$ cat config.mk
export PLATFORM = sky130hd
export DESIGN_NAME = pid_loop_angle_wrap_flat
export DESIGN_NICKNAME = d
export VERILOG_FILES = /design/src/hdl/plaw_pkg.sv /design/src/hdl/plaw_in_if.sv /design/src/hdl/plaw_out_if.sv /design/src/hdl/plaw_cfg_if.sv /design/src/hdl/plaw_dpath.sv /design/src/hdl/pid_loop_angle_wrap.sv /design/src/flat_wrapper.sv
export SDC_FILE = /design/constraint.sdc
export NUM_CORES = 2
export LEC_CHECK = 0
export BUFFER_PORTS_ARGS = -buffer_cell sky130_fd_sc_hd__buf_2
export CORE_ASPECT_RATIO = 2
export CORE_MARGIN = 10
export CORE_UTILIZATION = 65
export CTS_CLUSTER_SIZE = 24
export DETAILED_ROUTE_END_ITERATION = 7
export GPL_ROUTABILITY_DRIVEN = 0
export PLACE_DENSITY = 0.92
export SETUP_SLACK_MARGIN = 0.15
export SLEW_MARGIN = 5
export SYNTH_ARGS = -nofsm -noshare
export SYNTH_HDL_FRONTEND = slang
export SYNTH_SLANG_ARGS = --single-unit
$ cat constraint.sdc
create_clock -name clk -period 12.37 [get_ports clk]
set_clock_uncertainty 0.2 [all_clocks]
set_input_delay 2.474 -clock clk [delete_from_list [all_inputs] [get_ports clk]]
set_output_delay 2.474 -clock clk [all_outputs]
set_load 0.01 [all_outputs]
$ cat src/hdl/plaw_pkg.sv
// package for the pid loop with angle wrap
// holds widths, the turn constant, register indexes and the config struct
// no dependencies
package plaw_pkg;

  localparam int COUNTS_PER_TURN = 8192;
  localparam int HALF_TURN       = COUNTS_PER_TURN / 2;

  localparam int DATA_W = 16;  // setpoint, measured, gains, drive
  localparam int LIM_W  = 15;  // output and integral limits
  localparam int ERR_W  = 18;  // error after wrap, and its first difference
  localparam int ACC_W  = 24;  // integral in 1/256 output units
  localparam int IDX_W  = 3;   // config register index

  typedef enum logic [IDX_W-1:0] {
    REG_PROP_GAIN      = 3'd0,
    REG_INTEG_GAIN     = 3'd1,
    REG_DERIV_GAIN     = 3'd2,
    REG_OUTPUT_LIMIT   = 3'd3,
    REG_INTEGRAL_LIMIT = 3'd4,
    REG_ANGLE_WRAP     = 3'd5
  } reg_idx_t;

  typedef struct packed {
    logic signed [DATA_W-1:0] prop_gain;
    logic signed [DATA_W-1:0] integ_gain;
    logic signed [DATA_W-1:0] deriv_gain;
    logic [LIM_W-1:0]         output_limit;
    logic [LIM_W-1:0]         integral_limit;
    logic                     angle_wrap;
  } cfg_t;

endpackage

$ cat src/hdl/plaw_in_if.sv
// input channel of the pid loop: setpoint, measured sample and clear
// depends on plaw_pkg
interface plaw_in_if;
  logic                               valid;
  logic                               ready;
  logic signed [plaw_pkg::DATA_W-1:0] setpoint;
  logic signed [plaw_pkg::DATA_W-1:0] measured;
  logic                               clear;

  modport source (output valid, setpoint, measured, clear, input ready);
  modport sink (input valid, setpoint, measured, clear, output ready);
endinterface

$ cat src/hdl/plaw_out_if.sv
// result channel of the pid loop: drive and the two clamp flags
// depends on plaw_pkg
interface plaw_out_if;
  logic                               valid;
  logic                               ready;
  logic signed [plaw_pkg::DATA_W-1:0] drive;
  logic                               output_clamped;
  logic                               integral_clamped;

  modport source (output valid, drive, output_clamped, integral_clamped, input ready);
  modport sink (input valid, drive, output_clamped, integral_clamped, output ready);
endinterface

$ cat src/hdl/plaw_cfg_if.sv
// config write channel of the pid loop: register index and write data
// depends on plaw_pkg
interface plaw_cfg_if;
  logic                        valid;
  logic                        ready;
  logic [plaw_pkg::IDX_W-1:0]  index;
  logic [plaw_pkg::DATA_W-1:0] data;

  modport source (output valid, index, data, input ready);
  modport sink (input valid, index, data, output ready);
endinterface

$ cat src/hdl/plaw_dpath.sv
// pipelined pid datapath: error and wrap, products, integral clamp and output saturation
// holds the last error and the integral; depends on plaw_pkg
module plaw_dpath #(
  parameter int COUNTS_PER_TURN = plaw_pkg::COUNTS_PER_TURN
) (
  input  logic                               clk,
  input  logic                               rst_n,
  input  plaw_pkg::cfg_t                     cfg,
  input  logic                               in_valid,
  output logic                               in_ready,
  input  logic signed [plaw_pkg::DATA_W-1:0] setpoint,
  input  logic signed [plaw_pkg::DATA_W-1:0] measured,
  input  logic                               clear,
  output logic                               out_valid,
  input  logic                               out_ready,
  output logic signed [plaw_pkg::DATA_W-1:0] drive,
  output logic                               output_clamped,
  output logic                               integral_clamped
);

  localparam int DW   = plaw_pkg::DATA_W;
  localparam int EW   = plaw_pkg::ERR_W;
  localparam int AW   = plaw_pkg::ACC_W;
  localparam int LW   = plaw_pkg::LIM_W;
  localparam int PW   = DW + EW;     // product width
  localparam int SW   = AW + PW - AW + 1; // integral plus one product
  localparam int TW   = PW + 2;      // sum of three terms
  localparam int QW   = TW - 8;      // sum after the 1/256 scale

  localparam logic signed [EW-1:0] HALF_C = EW'(COUNTS_PER_TURN / 2);
  localparam logic signed [EW-1:0] TURN_C = EW'(COUNTS_PER_TURN);

  logic adv;

  // stage 0: input register
  logic                 s0_vld_r;
  logic signed [DW-1:0] s0_sp_r, s0_ms_r;
  logic                 s0_clr_r;

  // stage 1: wrapped error
  logic                 s1_vld_r;
  logic signed [EW-1:0] s1_err_r;
  logic                 s1_clr_r;
  logic signed [EW-1:0] err_raw, err_wrap;

  // stage 2: products
  logic                 s2_vld_r;
  logic                 s2_clr_r;
  logic signed [PW-1:0] p_r, d_r, ip_r;
  logic signed [PW-1:0] p_nxt, d_nxt, ip_nxt;
  logic signed [EW-1:0] err_diff;

  // state
  logic signed [EW-1:0] last_err_r;
  logic signed [AW-1:0] acc_r;

  // stage 3 logic and result register
  logic signed [SW-1:0] acc_sum, ilim;
  logic signed [AW-1:0] acc_nxt;
  logic                 ic_nxt;
  logic signed [TW-1:0] total;
  logic signed [QW-1:0] scaled, olim;
  logic signed [DW-1:0] drv_nxt;
  logic                 oc_nxt;

  logic                 out_vld_r;
  logic signed [DW-1:0] drive_r;
  logic                 oc_r, ic_r;

  // the whole pipe moves unless a result waits on a stalled receiver
  assign adv      = !out_vld_r || out_ready;
  assign in_ready = adv;

  always_ff @(posedge clk) begin
    if (!rst_n) begin
      s0_vld_r  <= 1'b0;
      s1_vld_r  <= 1'b0;
      s2_vld_r  <= 1'b0;
      out_vld_r <= 1'b0;
    end else if (adv) begin
      s0_vld_r  <= in_valid;
      s1_vld_r  <= s0_vld_r;
      s2_vld_r  <= s1_vld_r;
      out_vld_r <= s2_vld_r;
    end
  end

  always_ff @(posedge clk) begin
    if (adv && in_valid) begin
      s0_sp_r  <= setpoint;
      s0_ms_r  <= measured;
      s0_clr_r <= clear;
    end
  end

  always_comb begin
    err_raw  = EW'(s0_sp_r) - EW'(s0_ms_r);
    err_wrap = err_raw;
    if (cfg.angle_wrap) begin
      if (err_raw > HALF_C) begin
        err_wrap = err_raw - TURN_C;
      end else if (err_raw < -HALF_C) begin
        err_wrap = err_raw + TURN_C;
      end
    end
  end

  always_ff @(posedge clk) begin
    if (adv && s0_vld_r) begin
      s1_err_r <= err_wrap;
      s1_clr_r <= s0_clr_r;
    end
  end

  always_comb begin
    err_diff = s1_err_r - last_err_r;
    p_nxt    = PW'(cfg.prop_gain) * PW'(s1_err_r);
    d_nxt    = PW'(cfg.deriv_gain) * PW'(err_diff);
    ip_nxt   = PW'(cfg.integ_gain) * PW'(s1_err_r);
  end

  always_ff @(posedge clk) begin
    if (!rst_n) begin
      last_err_r <= '0;
    end else if (adv && s1_vld_r) begin
      last_err_r <= s1_clr_r ? '0 : s1_err_r;
    end
  end

  always_ff @(posedge clk) begin
    if (adv && s1_vld_r) begin
      p_r      <= p_nxt;
      d_r      <= d_nxt;
      ip_r     <= ip_nxt;
      s2_clr_r <= s1_clr_r;
    end
  end

  always_comb begin
    acc_sum = SW'(acc_r) + SW'(ip_r);
    ilim    = $signed({(SW - LW - 8)'(0), cfg.integral_limit, 8'd0});
    acc_nxt = AW'(acc_sum);
    ic_nxt  = 1'b0;
    if (acc_sum > ilim) begin
      acc_nxt = AW'(ilim);
      ic_nxt  = 1'b1;
    end else if (acc_sum < -ilim) begin
      acc_nxt = AW'(-ilim);
      ic_nxt  = 1'b1;
    end
    total   = TW'(p_r) + TW'(acc_nxt) + TW'(d_r);
    // arithmetic shift by dropping the low byte rounds toward minus infinity
    scaled  = total[TW-1:8];
    olim    = $signed({(QW - LW)'(0), cfg.output_limit});
    drv_nxt = DW'(scaled);
    oc_nxt  = 1'b0;
    if (scaled > olim) begin
      drv_nxt = DW'(olim);
      oc_nxt  = 1'b1;
    end else if (scaled < -olim) begin
      drv_nxt = DW'(-olim);
      oc_nxt  = 1'b1;
    end
  end

  always_ff @(posedge clk) begin
    if (!rst_n) begin
      acc_r <= '0;
    end else if (adv && s2_vld_r) begin
      acc_r <= s2_clr_r ? '0 : acc_nxt;
    end
  end

  always_ff @(posedge clk) begin
    if (adv && s2_vld_r) begin
      drive_r <= s2_clr_r ? '0 : drv_nxt;
      oc_r    <= s2_clr_r ? 1'b0 : oc_nxt;
      ic_r    <= s2_clr_r ? 1'b0 : ic_nxt;
    end
  end

  assign out_valid        = out_vld_r;
  assign drive            = drive_r;
  assign output_clamped   = oc_r;
  assign integral_clamped = ic_r;

  a_drive_in_limit: assert property (@(posedge clk) disable iff (!rst_n)
    (adv && s2_vld_r) |=>
      (drive_r <= $signed({1'b0, $past(cfg.output_limit)}) &&
       drive_r >= -$signed({1'b0, $past(cfg.output_limit)})))
    else $error("drive beyond output limit");

  a_integral_in_limit: assert property (@(posedge clk) disable iff (!rst_n)
    (adv && s2_vld_r) |=>
      (acc_r <= $signed({1'b0, $past(cfg.integral_limit), 8'd0}) &&
       acc_r >= -$signed({1'b0, $past(cfg.integral_limit), 8'd0})))
    else $error("integral beyond integral limit");

  a_clear_zeroes: assert property (@(posedge clk) disable iff (!rst_n)
    (adv && s2_vld_r && s2_clr_r) |=>
      (acc_r == '0 && drive_r == '0 && !oc_r && !ic_r))
    else $error("clear did not zero the integral and result");

  a_clear_last_err: assert property (@(posedge clk) disable iff (!rst_n)
    (adv && s1_vld_r && s1_clr_r) |=> (last_err_r == '0))
    else $error("clear did not zero the last error");

endmodule

$ cat src/hdl/pid_loop_angle_wrap.sv
// top level of the positional pid controller with clamped integral and angle wrap
// holds the config registers and the channel handshakes around plaw_dpath
// depends on plaw_pkg, plaw_in_if, plaw_out_if, plaw_cfg_if
//
// usage:
//   in_ch carries one word per control tick: setpoint, measured and clear.
//   out_ch returns one word for each input word, in order: drive and the
//   output and integral clamp flags.
//   cfg_ch writes gains, limits and the angle-wrap enable by register index;
//   it is always ready, and indexes beyond the list are dropped.
// pipeline and rate:
//   a word accepted on in_ch passes the input register, the error stage,
//   the product stage and the result register before its result shows on
//   out_ch. one word per cycle is taken while out_ch does not stall.
// stall:
//   while a result sits on out_ch with ready low, the whole pipe holds and
//   in_ch.ready is low; the controller state moves only with the pipe.
// reset:
//   the config registers, the last error and the integral read as zero, the pipe
//   is empty and in_ch.ready is high.
module pid_loop_angle_wrap #(
  parameter int COUNTS_PER_TURN = plaw_pkg::COUNTS_PER_TURN
) (
  input  logic       clk,
  input  logic       rst_n,
  plaw_cfg_if.sink   cfg_ch,
  plaw_in_if.sink    in_ch,
  plaw_out_if.source out_ch
);

  plaw_pkg::cfg_t cfg_r;

  assign cfg_ch.ready = 1'b1;

  always_ff @(posedge clk) begin
    if (!rst_n) begin
      cfg_r <= '0;
    end else if (cfg_ch.valid) begin
      case (plaw_pkg::reg_idx_t'(cfg_ch.index))
        plaw_pkg::REG_PROP_GAIN: begin
          cfg_r.prop_gain <= $signed(cfg_ch.data);
        end
        plaw_pkg::REG_INTEG_GAIN: begin
          cfg_r.integ_gain <= $signed(cfg_ch.data);
        end
        plaw_pkg::REG_DERIV_GAIN: begin
          cfg_r.deriv_gain <= $signed(cfg_ch.data);
        end
        plaw_pkg::REG_OUTPUT_LIMIT: begin
          cfg_r.output_limit <= cfg_ch.data[plaw_pkg::LIM_W-1:0];
        end
        plaw_pkg::REG_INTEGRAL_LIMIT: begin
          cfg_r.integral_limit <= cfg_ch.data[plaw_pkg::LIM_W-1:0];
        end
        plaw_pkg::REG_ANGLE_WRAP: begin
          cfg_r.angle_wrap <= cfg_ch.data[0];
        end
        default: begin
        end
      endcase
    end
  end

  plaw_dpath #(
    .COUNTS_PER_TURN (COUNTS_PER_TURN)
  ) u_dpath (
    .clk              (clk),
    .rst_n            (rst_n),
    .cfg              (cfg_r),
    .in_valid         (in_ch.valid),
    .in_ready         (in_ch.ready),
    .setpoint         (in_ch.setpoint),
    .measured         (in_ch.measured),
    .clear            (in_ch.clear),
    .out_valid        (out_ch.valid),
    .out_ready        (out_ch.ready),
    .drive            (out_ch.drive),
    .output_clamped   (out_ch.output_clamped),
    .integral_clamped (out_ch.integral_clamped)
  );

endmodule
$ cat src/flat_wrapper.sv
// flat-port wrapper written by rule: the top's interface ports become plain ports
module pid_loop_angle_wrap_flat 
#(
  parameter int COUNTS_PER_TURN = plaw_pkg::COUNTS_PER_TURN
)
  (clk, rst_n, cfg_ch_valid, cfg_ch_index, cfg_ch_data, cfg_ch_ready, in_ch_valid, in_ch_setpoint, in_ch_measured, in_ch_clear, in_ch_ready, out_ch_valid, out_ch_drive, out_ch_output_clamped, out_ch_integral_clamped, out_ch_ready);
  plaw_cfg_if cfg_ch_i ();
  plaw_in_if in_ch_i ();
  plaw_out_if out_ch_i ();
  input  logic clk;
  input  logic rst_n;
  input wire logic [$bits(cfg_ch_i.valid)-1:0] cfg_ch_valid;
  input wire logic [$bits(cfg_ch_i.index)-1:0] cfg_ch_index;
  input wire logic [$bits(cfg_ch_i.data)-1:0] cfg_ch_data;
  output wire logic [$bits(cfg_ch_i.ready)-1:0] cfg_ch_ready;
  input wire logic [$bits(in_ch_i.valid)-1:0] in_ch_valid;
  input wire logic [$bits(in_ch_i.setpoint)-1:0] in_ch_setpoint;
  input wire logic [$bits(in_ch_i.measured)-1:0] in_ch_measured;
  input wire logic [$bits(in_ch_i.clear)-1:0] in_ch_clear;
  output wire logic [$bits(in_ch_i.ready)-1:0] in_ch_ready;
  output wire logic [$bits(out_ch_i.valid)-1:0] out_ch_valid;
  output wire logic [$bits(out_ch_i.drive)-1:0] out_ch_drive;
  output wire logic [$bits(out_ch_i.output_clamped)-1:0] out_ch_output_clamped;
  output wire logic [$bits(out_ch_i.integral_clamped)-1:0] out_ch_integral_clamped;
  input wire logic [$bits(out_ch_i.ready)-1:0] out_ch_ready;
  assign cfg_ch_i.valid = cfg_ch_valid;
  assign cfg_ch_i.index = cfg_ch_index;
  assign cfg_ch_i.data = cfg_ch_data;
  assign cfg_ch_ready = cfg_ch_i.ready;
  assign in_ch_i.valid = in_ch_valid;
  assign in_ch_i.setpoint = in_ch_setpoint;
  assign in_ch_i.measured = in_ch_measured;
  assign in_ch_i.clear = in_ch_clear;
  assign in_ch_ready = in_ch_i.ready;
  assign out_ch_valid = out_ch_i.valid;
  assign out_ch_drive = out_ch_i.drive;
  assign out_ch_output_clamped = out_ch_i.output_clamped;
  assign out_ch_integral_clamped = out_ch_i.integral_clamped;
  assign out_ch_i.ready = out_ch_ready;
  pid_loop_angle_wrap #(.COUNTS_PER_TURN(COUNTS_PER_TURN)) u_core (.clk(clk), .rst_n(rst_n), .cfg_ch(cfg_ch_i), .in_ch(in_ch_i), .out_ch(out_ch_i));
endmodule
==> implementation parameters <==
Parameter                              Value

CTS
  TritonCTS clock tree    yes
  CTS Sinks    between 200 and 300
  Worst skew pair latency    ~650 ps
  Total number of H-tree levels    1
  Maximum root-to-sink buffer count    3
  CTS Buf Count    28
  Clk slew on worst S/H paths    80 ps
  Hold-fix buffers, CTS    0
  Clk root buf    sky130_fd_sc_hd__clkbuf_16

Synthesis
  Primary FF master, synth    sky130_fd_sc_hd__edfxtp_1
  Number of nets in the synthesized netlist    6,904
  Portion of the post-synthesis area used by sequential elements    15.14%
  Summed instance area of the synthesized netlist    50,830 µm²
  EDFF count, synth    173
  Library cell with the largest summed area after synthesis    sky130_fd_sc_hd__fa_1
  Distinct cell type count of the synthesized netlist    107
  Post-synthesis instance total    5,495
  Area share of the largest cell type after synthesis    ~36%
  Syn avg cell area    9.250 µm²
  Post-synthesis sequential element count    a little under 300
  Warnings, synthesis    0
  Synth top area cells    sky130_fd_sc_hd__fa_1, sky130_fd_sc_hd__ha_1, sky130_fd_sc_hd__edfxtp_1
  Fraction of registers with async set or reset after synthesis    0%

Floorplanning
  Die ar.    90,470 µm²
  Width of the die    217.7 µm
  Vertical extent of the die    415.5 µm
  Number of rows created at floorplan    145
  Placeable core area    ~78,000 µm²
  Starting Density    65.31%
  Boundary pin count    78

STA
  Hold slack    221.5 ps
  Slew at the pin closest to its max-slew limit    1785 ps
  Total of endpoints with negative setup slack in the final report    0
  Share of the clock period used by the worst path after layout    a little over nine tenths
  Slew margin rel.    -20.12%
  Slew Viols, Final    3
  Total Negative Setup Slacks    0 ps
  Final-report hold violation count    0
  Final worst path period need    12,100 ps
  Final worst slack    269.8 ps
  RSZ-0062 raised after global routing    true
  Fmax    0.08264 GHz

Detailed routing
  DRC violation count after routing    2
  Total detailed-routing wirelength    approximately 170,000 µm
  Post-DRT Antenna Nets    0
  Via total after detailed routing    42,300
  Initial drt markers    4,892
  Mean routed wirelength per cell    between 20 and 30 µm
  Vias/cell    approximately 6.5
  First-pass iteration count of the detailed router    8

Setup path
  Count of buffering cells on the critical path with inverters included    2
  Worst EP arrival    between 10,000 and 15,000 ps
  Crit. path cell count    34
  Most used cell, CP    sky130_fd_sc_hd__nand2_1
  Largest stage delay, worst path    ~1500 ps
  Crit. End Element    flip-flop
  Critical path peak fanout    23
  Path type of the worst setup path    flip-flop to flip-flop
  Worst-case reg-to-reg path depth    34
  Largest delay share family, worst path    compound AO/OA/AOI/OAI gates
  Critical path data required time    12,520 ps
  Kind of start point of the critical path    flip-flop
  Cell with the largest stage delay on the worst path    sky130_fd_sc_hd__nor4_1

GRT
  First-pass GRT wire length    257,400 µm
  Overall global routing resource usage    37.73%
  Initial antenna violation count    7
  Pin count of the biggest net entering global routing    100
  Residual overflow from global routing    0
  Number of global-route vias before repair    ~47,000

Place
  DPL Wire Length    roughly 120,000 µm
  Input/output buffers    76
  Placement-stage worst setup slack    289.9 ps
  Dpl cell area    52,120 µm²
  Placed instance count    between 6,000 and 7,000

Min path
  Path category of the worst min-delay check    flip-flop to flip-flop
  Number of cells on the worst hold path    0

Cells and area
  Utilization of the core after routing    68.53%
  Ratio of cells with drive above 1 in the final layout    around 5.2%
  Final-stage net count    6,848
  Final design instance area without fill    53,340 µm²
  Layout-stage area growth over the synthesis result    4.933%
  Number of cells in the finished layout apart from fillers    around 6,500

Status
  Status    finished with violations
  Violated checks    design-rule violations, max-capacitance violations, max-slew violations

Power
  PnR Total Power    approximately 4.5 mW
  Power per unit of standard cell area    84.70 nW/µm²
  Leak Pwr    22.89 nW
  Worst IR drop on VDD    about 0.13 mV

Job
  Max cap viols    1
-- report_power, final --
part / total, mW / internal (mW) / switching (mW)
sequential: 1.18 / 1.12 / 0.0600
combinational: 2.34 / 0.846 / 1.49
clock: 0.999 / 0.529 / 0.470
total: 4.52 / 2.49 / 2.02
-- state kept, by name, indices dropped and copies added (netlist names) --
| signal | cells |
|---|---|
| u_core.u_dpath.p_r | 34 |
| u_core.u_dpath.output_clamped | 1 |
| u_core.u_dpath.s2_vld_r | 1 |
| u_core.u_dpath.s0_ms_r | 16 |
| u_core.u_dpath.ip_r | 34 |
| u_core.u_dpath.acc_r | 24 |
| u_core.u_dpath.s1_vld_r | 1 |
| u_core.u_dpath.s1_clr_r | 1 |
| u_core.u_dpath.drive | 16 |
| u_core.cfg_r | 79 |
| u_core.u_dpath.integral_clamped | 1 |
| u_core.u_dpath.s0_vld_r | 1 |
| u_core.u_dpath.out_valid | 1 |
| u_core.u_dpath.last_err_r | 18 |
| u_core.u_dpath.s2_clr_r | 1 |
| u_core.u_dpath.s0_clr_r | 1 |
| u_core.u_dpath.d_r | 34 |
| u_core.u_dpath.s1_err_r | 18 |
| u_core.u_dpath.s0_sp_r | 16 |
-- per-layer routing --
layer | GRT usage, % | wire [µm] | vias to the layer above
li1 | - | - | 17000
met1 | 34.73 | 45440 | 20240
met2 | 64.97 | 83390 | 3488
met3 | 11.71 | 19080 | 1572
met4 | 34.55 | 20170 | 8
met5 | 0 | 57 | -
-- cells by family after synthesis --
group	Yosys count	share of synthesized area, %
and+or+nand+nor	1662	15.90
xor gates and xnor gates	202	3.510
other	1	0.007377
muxes	9	0.1822
adders and majority gates	1352	46.66
buffers and inverters	1296	9.637
AOI/OAI and AO/OA	675	8.962
DFF	298	15.14
-- placed cells by master, fill, tap and decap left out, types with 90 or more instances in the layout --
cell and count:
sky130_fd_sc_hd__inv_1 1063, sky130_fd_sc_hd__fa_1 906, sky130_fd_sc_hd__nand2_1 784, sky130_fd_sc_hd__ha_1 446
sky130_fd_sc_hd__and2_1 319, sky130_fd_sc_hd__a21oi_1 192, sky130_fd_sc_hd__edfxtp_1 173, sky130_fd_sc_hd__nor2_1 149
sky130_fd_sc_hd__xnor2_1 146, sky130_fd_sc_hd__dfxtp_1 125, sky130_fd_sc_hd__a21boi_0 95, sky130_fd_sc_hd__o21ai_0 90
-- path summary, 6_finish.rpt --
| check | startpoint | end | slack [ps] |
|---|---|---|---|
| worst max-delay path | u_core.u_dpath.acc_r[23] | u_core.u_dpath.drive[5] | 270 |
| worst min-delay path | u_core.u_dpath.s0_clr_r | u_core.u_dpath.s1_clr_r | 220 |
| worst max register to register | u_core.u_dpath.acc_r[23] | u_core.u_dpath.drive[5] | 270 |
| worst min register to register | u_core.u_dpath.s0_clr_r | u_core.u_dpath.s1_clr_r | 220 |
-- layout make-up --
class / instances / area, µm²
clock buffers: 32 / 747.0
flip-flops and latches: 298 / 7697
multi-input cells: 3903 / 38440
diodes: 8 / 20.02
repair buffers: 142 / 878.3
clock inverters: 20 / 262.8
fillers: 5107 / 24490
well taps: 1029 / 1287
inverters: 1066 / 4008
-- Yosys cell counts, types with 83 or more instances --
| cell | number |
|---|---|
| sky130_fd_sc_hd__inv_1 | 1065 |
| sky130_fd_sc_hd__fa_1 | 906 |
| sky130_fd_sc_hd__nand2_1 | 784 |
| sky130_fd_sc_hd__ha_1 | 446 |
| sky130_fd_sc_hd__and2_1 | 319 |
| sky130_fd_sc_hd__clkbuf_1 | 207 |
| sky130_fd_sc_hd__a21oi_1 | 195 |
| sky130_fd_sc_hd__edfxtp_1 | 173 |
| sky130_fd_sc_hd__xnor2_1 | 155 |
| sky130_fd_sc_hd__nor2_1 | 154 |
| sky130_fd_sc_hd__dfxtp_1 | 125 |
| sky130_fd_sc_hd__a21boi_0 | 95 |
| sky130_fd_sc_hd__o21ai_0 | 95 |
| sky130_fd_sc_hd__nor2b_1 | 83 |
-- timing repair --
| action | in CTS | in global routing |
|---|---|---|
| setup endpoints to repair | 0 | 18 |
| buffers inserted | 0 | 3 |
| gates resized for setup | 0 | 30 |
Power figures use the tool's default switching activity.
